`src/hdl/pba_pkg.sv`:
```
// Shared types and constants for the page bitmap allocator.
package pba_pkg;

    localparam int WORD_BITS = 32;
    localparam int BIT_W     = $clog2(WORD_BITS);
    localparam int OFS_W     = 32;
    localparam int POFS_W    = 22;

    localparam logic ACT_ALLOC = 1'b0;
    localparam logic ACT_FREE  = 1'b1;

    localparam logic [1:0] ST_OK      = 2'd0;
    localparam logic [1:0] ST_NO_PAGE = 2'd1;
    localparam logic [1:0] ST_BAD     = 2'd2;

    typedef struct packed {
        logic             action;
        logic [OFS_W-1:0] byte_offset;
    } t_in_item;

    typedef struct packed {
        logic [1:0]        status;
        logic [POFS_W-1:0] page_offset;
    } t_out_item;

endpackage

```
`src/hdl/pba_find_first.sv`:
```
// Lowest set bit of one bitmap word.
module pba_find_first
    import pba_pkg::*;
(
    input  logic [WORD_BITS-1:0] i_vec,
    output logic [BIT_W-1:0]     o_idx
);

    always_comb begin
        o_idx = '0;
        for (int i = WORD_BITS - 1; i >= 0; i--) begin
            if (i_vec[i]) begin
                o_idx = BIT_W'(i);
            end
        end
    end

endmodule

```
`src/hdl/page_bitmap_allocator_top.sv`:
```
// Page bitmap allocator: first-fit page allocator over a word-wide bitmap memory.
//
// Input channel (i_in_valid / o_in_stall / i_in_item): one request per item,
// allocate (lowest free page) or free (by byte offset). Output channel
// (o_out_valid / i_out_stall / o_out_item): exactly one result per request.
// An item is taken when valid is high and stall is low.
//
// The bitmap sits in a memory of ceil(PAGE_COUNT/32) words; a flip-flop per
// word marks it full, and that summary is searched 32 words per cycle.
// Steps after a request is taken: an allocate searches the summary, then
// reads the chosen word, writes it back and loads the result; with no free
// page it loads the result right after the search. A free does a reciprocal
// multiply by 1/PAGE_BYTES, an alignment check, read, write-back and result
// load; a misaligned free skips read and write-back, and an out-of-pool free
// goes straight to result load. One request is in flight at a time; the next
// is taken the cycle after the result is loaded into the output register,
// even while the receiver stalls it.
//
// After reset the block runs a clearing pass of one word per cycle with
// o_in_stall high. A stalled result holds in the output register until
// taken.
module page_bitmap_allocator_top
    import pba_pkg::*;
#(
    parameter int PAGE_COUNT = 1024,
    parameter int PAGE_BYTES = 4096
) (
    input  logic      i_clk,
    input  logic      i_rst_n,
    input  logic      i_in_valid,
    output logic      o_in_stall,
    input  t_in_item  i_in_item,
    output logic      o_out_valid,
    input  logic      i_out_stall,
    output t_out_item o_out_item
);

    localparam int WORD_COUNT  = (PAGE_COUNT + WORD_BITS - 1) / WORD_BITS;
    localparam int WIDX_W      = (WORD_COUNT > 1) ? $clog2(WORD_COUNT) : 1;
    localparam int PAGE_W      = WIDX_W + BIT_W;
    localparam int CHUNK_COUNT = (WORD_COUNT + WORD_BITS - 1) / WORD_BITS;
    localparam int CIDX_W      = (CHUNK_COUNT > 1) ? $clog2(CHUNK_COUNT) : 1;
    localparam int PB_W        = $clog2(PAGE_BYTES + 1);
    localparam int PROD_W      = PAGE_W + PB_W;
    localparam int CMP_W       = (PROD_W > OFS_W) ? PROD_W : OFS_W;
    localparam int TAIL        = PAGE_COUNT - (WORD_COUNT - 1) * WORD_BITS;
    localparam int RCP_SH      = OFS_W + $clog2(PAGE_BYTES);
    localparam int LO_W        = 16;
    localparam int PLO_W       = OFS_W + LO_W;
    localparam int PHI_W       = OFS_W + OFS_W - LO_W + 1;
    localparam int SUM_W       = PHI_W + LO_W;

    localparam logic [OFS_W:0]        POOL_BYTES = (OFS_W+1)'(PAGE_COUNT) *
                                                   (OFS_W+1)'(PAGE_BYTES);
    // ceil(2^RCP_SH / PAGE_BYTES): exact quotient for any 32-bit offset
    localparam logic [OFS_W:0]        RCP        = (OFS_W+1)'(
        ((64'd1 << RCP_SH) + 64'(PAGE_BYTES) - 64'd1) / 64'(PAGE_BYTES));
    localparam logic [LO_W-1:0]       RCP_LO     = RCP[LO_W-1:0];
    localparam logic [OFS_W-LO_W:0]   RCP_HI     = RCP[OFS_W:LO_W];
    localparam logic [WORD_BITS-1:0]  LAST_INIT  =
        WORD_BITS'(~((64'd1 << TAIL) - 64'd1));
    localparam logic [WIDX_W-1:0]     LAST_WORD  = WIDX_W'(WORD_COUNT - 1);
    localparam logic [CIDX_W-1:0]     LAST_CHUNK = CIDX_W'(CHUNK_COUNT - 1);

    localparam logic [2:0] S_CLEAR = 3'd0;
    localparam logic [2:0] S_IDLE  = 3'd1;
    localparam logic [2:0] S_SCAN  = 3'd2;
    localparam logic [2:0] S_DIV   = 3'd3;
    localparam logic [2:0] S_FCHK  = 3'd4;
    localparam logic [2:0] S_RD    = 3'd5;
    localparam logic [2:0] S_WR    = 3'd6;
    localparam logic [2:0] S_FIN   = 3'd7;

    logic [2:0]            r_state, n_state;
    logic [WIDX_W-1:0]     r_clr;
    logic [CIDX_W-1:0]     r_chunk;
    logic [OFS_W-1:0]      r_ofs;
    logic [PLO_W-1:0]      r_plo;
    logic [PHI_W-1:0]      r_phi;
    logic [PAGE_W-1:0]     r_page;
    logic                  r_is_free;
    logic [1:0]            r_status;
    logic [WORD_COUNT-1:0] r_full;
    logic [WORD_BITS-1:0]  r_rd_data;
    logic                  r_out_valid;
    t_out_item             r_out_item;

    logic [WORD_BITS-1:0]  mem [WORD_COUNT];

    logic                         in_acc;
    logic                         out_free;
    logic [CHUNK_COUNT*WORD_BITS-1:0] full_pad;
    logic [WORD_BITS-1:0]         free_slice;
    logic                         chunk_hit;
    logic [BIT_W-1:0]             chunk_idx;
    logic [WIDX_W-1:0]            hit_word;
    logic [BIT_W-1:0]             bit_idx;
    logic [WIDX_W-1:0]            cur_word;
    logic [WORD_BITS-1:0]         set_word;
    logic [WORD_BITS-1:0]         clr_word;
    logic [SUM_W-1:0]             quo_sum;
    logic [PAGE_W-1:0]            quo_page;
    logic                         misaligned;
    logic                         out_of_pool;
    logic [PROD_W-1:0]            prod;
    logic                         mem_we;
    logic [WIDX_W-1:0]            mem_addr;
    logic [WORD_BITS-1:0]         mem_wdata;

    assign in_acc      = i_in_valid && (r_state == S_IDLE);
    assign out_free    = !r_out_valid || !i_out_stall;
    assign o_in_stall  = (r_state != S_IDLE);
    assign o_out_valid = r_out_valid;
    assign o_out_item  = r_out_item;

    assign out_of_pool = {1'b0, i_in_item.byte_offset} >= POOL_BYTES;

    // summary of full words, padded with full entries past the last word
    always_comb begin
        full_pad               = '1;
        full_pad[WORD_COUNT-1:0] = r_full;
    end

    assign free_slice = ~full_pad[r_chunk*WORD_BITS +: WORD_BITS];
    assign chunk_hit  = |free_slice;

    pba_find_first u_chunk_ff (
        .i_vec (free_slice),
        .o_idx (chunk_idx)
    );

    pba_find_first u_bit_ff (
        .i_vec (~r_rd_data),
        .o_idx (bit_idx)
    );

    assign hit_word = WIDX_W'({r_chunk, chunk_idx});
    assign cur_word = r_page[PAGE_W-1:BIT_W];
    assign set_word = r_rd_data | (WORD_BITS'(1) << bit_idx);
    assign clr_word = r_rd_data & ~(WORD_BITS'(1) << r_page[BIT_W-1:0]);

    // page index from the two registered partial products
    assign quo_sum  = {r_phi, {LO_W{1'b0}}} + SUM_W'(r_plo);
    assign quo_page = PAGE_W'(quo_sum >> RCP_SH);

    assign prod       = PROD_W'(r_page) * PROD_W'(PAGE_BYTES);
    assign misaligned = CMP_W'(prod) != CMP_W'(r_ofs);

    assign mem_we    = (r_state == S_CLEAR) || (r_state == S_WR);
    assign mem_addr  = (r_state == S_CLEAR) ? r_clr : cur_word;

    always_comb begin
        if (r_state == S_CLEAR) begin
            mem_wdata = (r_clr == LAST_WORD) ? LAST_INIT : '0;
        end else if (r_is_free) begin
            mem_wdata = clr_word;
        end else begin
            mem_wdata = set_word;
        end
    end

    always_ff @(posedge i_clk) begin
        if (mem_we) begin
            mem[mem_addr] <= mem_wdata;
        end
        r_rd_data <= mem[cur_word];
    end

    always_comb begin
        n_state = r_state;
        unique case (r_state)
            S_CLEAR: if (r_clr == LAST_WORD) n_state = S_IDLE;
            S_IDLE: begin
                if (in_acc) begin
                    if (i_in_item.action == ACT_ALLOC) begin
                        n_state = S_SCAN;
                    end else if (out_of_pool) begin
                        n_state = S_FIN;
                    end else begin
                        n_state = S_DIV;
                    end
                end
            end
            S_SCAN: begin
                if (chunk_hit) begin
                    n_state = S_RD;
                end else if (r_chunk == LAST_CHUNK) begin
                    n_state = S_FIN;
                end
            end
            S_DIV:  n_state = S_FCHK;
            S_FCHK: n_state = misaligned ? S_FIN : S_RD;
            S_RD:   n_state = S_WR;
            S_WR:   n_state = S_FIN;
            S_FIN:  if (out_free) n_state = S_IDLE;
            default: n_state = S_IDLE;
        endcase
    end

    always_ff @(posedge i_clk) begin
        if (!i_rst_n) begin
            r_state     <= S_CLEAR;
            r_clr       <= '0;
            r_full      <= '0;
            r_out_valid <= 1'b0;
        end else begin
            r_state <= n_state;
            if (r_state == S_FIN && out_free) begin
                r_out_valid <= 1'b1;
            end else if (r_out_valid && !i_out_stall) begin
                r_out_valid <= 1'b0;
            end
            unique case (r_state)
                S_CLEAR: r_clr <= r_clr + 1'b1;
                S_IDLE: begin
                    if (in_acc) begin
                        r_is_free <= (i_in_item.action == ACT_FREE);
                        r_chunk   <= '0;
                        r_ofs     <= i_in_item.byte_offset;
                        r_plo     <= PLO_W'(i_in_item.byte_offset) * PLO_W'(RCP_LO);
                        r_phi     <= PHI_W'(i_in_item.byte_offset) * PHI_W'(RCP_HI);
                        r_page    <= '0;
                        r_status  <= (i_in_item.action == ACT_FREE && out_of_pool)
                                     ? ST_BAD : ST_OK;
                    end
                end
                S_SCAN: begin
                    if (chunk_hit) begin
                        r_page <= {hit_word, BIT_W'(0)};
                    end else if (r_chunk == LAST_CHUNK) begin
                        r_status <= ST_NO_PAGE;
                    end else begin
                        r_chunk <= r_chunk + 1'b1;
                    end
                end
                S_DIV:  r_page <= quo_page;
                S_FCHK: if (misaligned) r_status <= ST_BAD;
                S_RD: ;
                S_WR: begin
                    if (r_is_free) begin
                        r_full[cur_word] <= 1'b0;
                    end else begin
                        r_page[BIT_W-1:0] <= bit_idx;
                        r_full[cur_word]  <= &set_word;
                    end
                end
                S_FIN: begin
                    if (out_free) begin
                        r_out_item.status <= r_status;
                        r_out_item.page_offset <= (r_status == ST_OK && !r_is_free)
                                                  ? POFS_W'(prod) : '0;
                    end
                end
                default: ;
            endcase
        end
    end

`ifndef ASSERT_OFF
    a_alloc_scans: assert property (@(posedge i_clk) disable iff (!i_rst_n)
        in_acc && i_in_item.action == ACT_ALLOC |=> r_state == S_SCAN)
        else $error("allocate did not start the summary search");

    a_word_has_room: assert property (@(posedge i_clk) disable iff (!i_rst_n)
        r_state == S_WR && !r_is_free |-> !(&r_rd_data))
        else $error("word picked for allocation has no free page");

    a_free_in_pool: assert property (@(posedge i_clk) disable iff (!i_rst_n)
        r_state == S_FCHK |-> {1'b0, r_page} < (PAGE_W+1)'(PAGE_COUNT))
        else $error("divided page index lies outside the pool");

    a_fail_no_offset: assert property (@(posedge i_clk) disable iff (!i_rst_n)
        o_out_valid && o_out_item.status != ST_OK |-> o_out_item.page_offset == '0)
        else $error("failed request carries a page offset");

    a_leave_idle: assert property (@(posedge i_clk) disable iff (!i_rst_n)
        in_acc |=> r_state != S_IDLE)
        else $error("item taken but block stayed idle");
`endif

endmodule

```
`config.mk`:
```
export PLATFORM = sky130hd
export DESIGN_NAME = page_bitmap_allocator_top
export DESIGN_NICKNAME = d
export VERILOG_FILES = /design/src/hdl/pba_pkg.sv /design/src/hdl/pba_find_first.sv /design/src/hdl/page_bitmap_allocator_top.sv
export SDC_FILE = /design/constraint.sdc
export NUM_CORES = 1
export LEC_CHECK = 0
export ABC_AREA = 1
export BUFFER_PORTS_ARGS = -buffer_cell sky130_fd_sc_hd__buf_2
export CORE_MARGIN = 5
export CORE_UTILIZATION = 55
export CTS_BUF_LIST = sky130_fd_sc_hd__clkbuf_8
export CTS_CLUSTER_SIZE = 28
export DETAILED_ROUTE_END_ITERATION = 10
export PLACE_DENSITY = 0.68
export SETUP_SLACK_MARGIN = 0.02
export SYNTH_ARGS = -nofsm -noshare
export SYNTH_HDL_FRONTEND = slang
export SYNTH_SLANG_ARGS = --single-unit
```
`constraint.sdc`:
```
create_clock -name i_clk -period 12 [get_ports i_clk]
set_clock_uncertainty 0.2 [all_clocks]
set_input_delay 2.4 -clock i_clk [delete_from_list [all_inputs] [get_ports i_clk]]
set_output_delay 2.4 -clock i_clk [all_outputs]
set_load 0.05 [all_outputs]
```
==> impl_results.md, run 1 <==
* DRC errors left at 0
* Sink Count at 1,154
* Cells after Synth at 3,001
* Critical-path top delay cell: nor2_4
* Std-Cell Rows at 104
* Synth top area share at 0.731
* Overall power at 7480 uW
* Synth warn at 0
* CTS tree: yes
* Die width at 294 um
* Top cells by area, synth: edfxtp_1 (73%), a22oi_1 (8.7%), dfxtp_1 (3.3%)
* HP Start: r_status[1]
* Post-synthesis cell area at 44,400 um2
* Worst-Skew Late Latency at 0.85 ns
* Number of global-route vias before repair at 27,500
* Slew margin rel. at 0.124
* Most common cell in the netlist: edfxtp_1
* Die footprint at 86,500 um2
* Fmax at 0.216 GHz
* Worst Hold End: o_out_item[23]
* Mean Syn Cell Area at 14.8 um2
* FF-to-FF path depth at 38
* Fin cells at 4,347
* Synthesized flop and latch total at 1,154
* Die height at 294 um
* RSZ-0062 raised after global routing: no
* Final GP Congestion at 0.950
* Post-CTS Hold Buffers at 0
* Post-DR vias/cell at 6.47
* Largest net degree at the start of global routing at 121
* Arr. time, crit path at 5.19 ns
* Post-CTS Setup Inserts at 0
* Number of fillers in the final layout at 5,803
* PostCTS Resize Cnt at 0
* Grt ovf at 0
* Post-Route Utilization at 0.617
* Core area at 80,300 um2
* I/O Pins at 63
* Power Dens Cells at 151 nW/um2
* Worst slew pin tran at 1.31 ns
* Port buffer count at 50
* Final setup fails at 0
* Max Root-Sink Buffers at 3
* Initial antenna violation count at 3
* Routed via count at 28,100
* Pins Over Slew Limit at 0
* First-pass GRT wire length at 182,000 um
* Tmin final at 4.63 ns
* Status: finished, final reports clean
* Area leader, netlist: edfxtp_1
* Clock Pin Slew Worst Setup and Hold Paths at 0.06 ns
* Setup_tns at 0 ns
* Area Growth Syn to Fin at 11.6%
* Top cells by instance count after synthesis: edfxtp_1 (1,081), a22oi_1 (513), a21oi_1 (283), nand2_1 (230), clkbuf_1 (144)
* Tot GR Track Use at 0.284
* Leakage at 0.0151 uW
* Period utilization at 0.386
* Hold Crit Depth at 0
* Initial core utilization at 0.553
* Hpwl dp at 70,100 um
* Final hold vios at 0
* CP required at 12.56 ns
* Total CTS buffers at 177
* DR pass1 iterations at 8
* WL final at 124,000 um
* CTS Root Cell: clkbuf_8
* Initial DRC Count at 3,459
* Max incr delay on CP at 0.86 ns
* Reg-to-reg endpoint: full_pad[31]
* Critical path type: register to register
* Worst r2r src: r_rd_data[30]
* Hold Path Class: register to register
* Per-cell routed wire length at 28.6 um
* Sequential area share after synthesis at 0.764
* Detail Route Antenna Nets at 0
* R2r setup slk at 7.37 ns
* Max-cap violations at 0
* Share of cells above drive strength 1 at 0.160
* Synth Flop Type: edfxtp_1
* Critical path endpoint category: register
* Post-synth EDFFs at 1,081
* Fraction of registers with async set/reset at 0
* Most used cell, CP: nand2_1
* Worst vdd ir at 0.104 mV
* H-tree lvl count at 4
* Post-synth cell types at 52
* Startpoint types: register
* Fin nets at 3,175
* Cells after DPL at 4,016
* CP max FO at 32
[cells by family (layout without fill, tap and decap cells)]
group           after synthesis  after routing  share of synthesized area
simple gates                592            592                     0.0647
buf+inv                     277            549                     0.0255
fa+ha+maj                     2              2                   0.000564
other cells                   1             15                  0.0000845
compound gates              973            973                      0.145
flops                      1154           1154                      0.764
xor+xnor                      2              2                   0.000395
[per-layer routing]
metal  GRT usage  routed length, um
met1       0.404              48900
met2       0.440              58000
met3      0.0658              13200
met4      0.0948               4050
met5           0                  0
[cell type report]
| class | count | area (um2) | area share |
|---|---|---|---|
| antenna | 3 | 7.51 | 0.000152 |
| clock buffer | 186 | 2560 | 0.0517 |
| clock inverter | 141 | 722 | 0.0146 |
| inverter | 87 | 334 | 0.00674 |
| multi-input combinational | 1581 | 9740 | 0.197 |
| sequential | 1154 | 33900 | 0.685 |
| tap | 1060 | 1330 | 0.0268 |
| timing repair buffer | 135 | 933 | 0.0188 |
[power by group]
part / switching [uW] / internal [uW]
clock: 1500 / 1510
sequential: 10.2 / 4380
combinational: 62.8 / 12.7
[worst max-delay path, delay by kind of cell (launching register included)]
| kind | cells | cell delay [ns] |
|---|---|---|
| DFF | 1 | 0.47 |
| and+or+nand+nor | 37 | 3.67 |
| AOI/OAI and AO/OA | 1 | 0.18 |
[how the worst max path moves through the flow]
stage / start / to / slack (ns)
CTS: r_state[1] / o_in_stall / 7.47
global route: r_rd_data[30] / full_pad[3] / 6.86
finish: r_rd_data[30] / full_pad[31] / 7.37
detailed placement: r_rd_data[30] / full_pad[22] / 7.47
global placement: r_rd_data[30] / full_pad[31] / 7.43
floorplan: i_rst_n / r_is_free / 7.53
[placed cells by master, fill, tap and decap left out, types with 27 or more instances in the layout]
cell | Yosys | layout
edfxtp_1 | 1081 | 1081
a22oi_1 | 513 | 513
a21oi_1 | 283 | 277
nand2_1 | 230 | 230
clkbuf_8 | 0 | 186
inv_1 | 78 | 140
o21ai_0 | 91 | 91
nor2_1 | 132 | 90
buf_4 | 12 | 81
dfxtp_1 | 73 | 73
buf_2 | 2 | 50
clkinv_1 | 7 | 46
nor4_1 | 39 | 39
nand4_1 | 38 | 38
nor2_4 | 3 | 38
nand3_1 | 35 | 35
a21oi_2 | 30 | 34
nand3_2 | 31 | 31
nor3_1 | 37 | 30
or2_2 | 27 | 27
[registers in the layout (all words and copies together) (netlist names)]
name and flops:
r_page 10, r_phi 32, o_out_item 12, r_state 3, r_status 2, mem 1024
o_out_valid 1, r_clr 5, r_rd_data 32, r_is_free 1, full_pad 32
[per-stage QoR]
step           hold WS [ns]  setup slack [ns]  area (um2)
4_1_cts               0.256              7.47       49500
3_3_place_gp          0.240              7.43       46200
6_report              0.259              7.37       49500
2_1_floorplan         0.227              7.53       44400
5_1_grt               0.278              6.86       49500
3_5_place_dp          0.239              7.47       46200
(Power assumes the default switching activity.)
==> run 2, diff against run 1 <==
==> constraint.sdc (replaced) <==
create_clock -name i_clk -period 4.67 [get_ports i_clk]
set_clock_uncertainty 0.2 [all_clocks]
set_input_delay 0.934 -clock i_clk [delete_from_list [all_inputs] [get_ports i_clk]]
set_output_delay 0.934 -clock i_clk [all_outputs]
set_load 0.05 [all_outputs]
==> run 2 against run 1 <==
Effect of this change: sequential share of layout area down 1.0 points; die area did not move; largest cell class unchanged; critical path type unchanged; critical endpoint is now mem[3][19]; fmax rose by 8.6%.
==> impl_results.md, run 2 (synthesis gave the netlist of run 1 again) <==
* Final GP Congestion at 0.931 (-2.1%)
* Fmax at 0.234 GHz (+8.6%)
* Grt ovf at 0 (unchanged)
* Die width at 294 um (unchanged)
* Hold Path Class: primary input to register
* Worst slew pin tran at 1.27 ns (-0.0390 ns)
* Overall power at 19,500 uW (+160%)
* Worst vdd ir at 0.285 mV (+170%)
* Initial antenna violation count at 5 (+2)
* Fin nets at 3,225 (+1.6%)
* Worst Hold End: r_phi[20]
* Critical path endpoint category: register
* First-pass GRT wire length at 190,000 um (+4.6%)
* Share of cells above drive strength 1 at 0.174 (+0.0141)
* PnR worst setup slack at 0.404 ns (-6.96 ns)
* Detail Route Antenna Nets at 0 (unchanged)
* WL final at 132,000 um (+6.5%)
* Most frequent cells in the layout: edfxtp_1 (1,081), a22oi_1 (513), a21oi_1 (277)
* Clock Pin Slew Worst Setup and Hold Paths at 0.07 ns (about the same)
* Slew margin rel. at 0.151 (+0.0271)
* CTS tree: yes
* Max-cap violations at 0 (unchanged)
* DR pass1 iterations at 5 (-3)
* Total CTS buffers at 180 (+1.7%)
* Max Root-Sink Buffers at 3 (unchanged)
* Std-Cell Rows at 104 (unchanged)
* Critical path type: register to register
* CP top delay family: simple AND/OR/NAND/NOR gates
* Worst-Skew Late Latency at 0.84 ns (about the same)
* Number of global-route vias before repair at 27,800 (+1.2%)
* Tmin final at 4.27 ns (-0.366 ns)
* DRC errors left at 0 (unchanged)
* Reg-to-reg endpoint: mem[3][19]
* Commonest non-fill, non-tap cell in the layout: edfxtp_1
* Hold Crit Depth at 1 (+1)
* RSZ-0062 raised after global routing: no
* Initial DRC Count at 4,282 (+24%)
* Final setup fails at 0 (unchanged)
* Setup_tns at 0 ns (unchanged)
* CP required at 4.94 ns (-7.62 ns)
* Post-Route Utilization at 0.626 (+0.00937)
* I/O Pins at 63 (unchanged)
* Initial core utilization at 0.553 (unchanged)
* Post-CTS Setup Inserts at 0 (unchanged)
* Final hold vios at 0 (unchanged)
* Power Dens Cells at 388 nW/um2 (+160%)
* Status: finished, final reports clean
* Die height at 294 um (unchanged)
* Post-DR vias/cell at 6.61 (+2.1%)
* Buf+Inv Stages, Crit Path at 0 (unchanged)
* Routed via count at 29,100 (+3.3%)
* Startpoint types: register
* Per-cell routed wire length at 30.1 um (+5.3%)
* H-tree lvl count at 4 (unchanged)
* Critical-path top delay cell: nor2_2
* Worst slack at placement at 0.506 ns (-6.96 ns)
* Leakage at 0.0155 uW (+2.5%)
* Die footprint at 86,500 um2 (unchanged)
* Hpwl dp at 72,200 um (+3.0%)
* HP Start: i_in_item[4]
* Post-CTS Hold Buffers at 0 (unchanged)
* PostCTS Resize Cnt at 0 (unchanged)
* Tot GR Track Use at 0.301 (+0.0171)
* Biggest register: mem
* Pins Over Slew Limit at 0 (unchanged)
* Max incr delay on CP at 0.85 ns (about the same)
* R2r setup slk at 0.40 ns (-6.96 ns)
* Most used cell, CP: nand2_1
* Core area at 80,300 um2 (unchanged)
* Port buffer count at 50 (unchanged)
* CTS Root Cell: clkbuf_8
* Largest net degree at the start of global routing at 132 (+9.1%)
* CP max FO at 32 (unchanged)
* Area Growth Syn to Fin at 13.3%
* Stages on the worst setup path at 34 (-11%)
* Worst r2r src: r_rd_data[30]
* Arr. time, crit path at 4.53 ns (-0.66 ns)
* FF-to-FF path depth at 34 (-11%)
* Period utilization at 0.913 (+0.527)
* Sink Count at 1,154 (unchanged)
* Max FFs per register at 1,024 (unchanged)
[run 2: changes by cell type in the layout (fill, tap and decap cells not counted), sizes merged]
cell / change
diode: +1
clkinv: -5
inv: +1
clkbuf: +7
buf: +47
[run 2: final cells by class]
class,instances,area (um2)
clock buffer,193,2660
sequential,1154,33900
clock inverter,137,754
multi-input combinational,1581,9710
inverter,87,334
timing repair buffer,182,1580
tap,1060,1330
fill,5841,30000
antenna,4,10.0
[run 2: report_power, final]
part | switching [uW] | leakage (uW) | internal, uW | total [uW]
Sequential | 26.7 | 0.00948 | 11300 | 11300
Clock | 3940 | 0.00200 | 4030 | 7970
Combinational | 186 | 0.00404 | 43.2 | 230
[run 2: per-stage QoR]
step                hold WS (ns)  instances  instance area (um2)
floorplan                  0.227       3012                44400
global placement           0.235       4064                46900
detailed placement         0.242       4064                46900
CTS                       0.0107       4394                50300
global route              0.0255       4395                50300
finish                    0.0681       4398                50300
[run 2: worst reg2reg max path: cells and delay by family, from the launching register on]
family	cells	cell delay [ns]
DFF	1	0.39
and+or+nand+nor	34	3.28
[run 2: how the worst max path moves through the flow]
stage / to / slack [ns] / startpoint
floorplan: mem[0][5] / 0.57 / r_rd_data[31]
global route: mem[3][19] / 0.04 / r_rd_data[31]
detailed placement: mem[31][19] / 0.51 / r_rd_data[31]
finish: mem[3][19] / 0.40 / r_rd_data[30]
global placement: mem[8][19] / 0.53 / r_rd_data[31]
CTS: mem[3][19] / 0.47 / r_rd_data[31]
[run 2: metal layers]
layer | up-vias | routed length, um | global-route usage
met5 | - | 17 | 0
li1 | 12200 | - | -
met3 | 278 | 14000 | 0.0556
met1 | 14700 | 51700 | 0.432
met2 | 1893 | 62400 | 0.473
met4 | 2 | 4110 | 0.0994
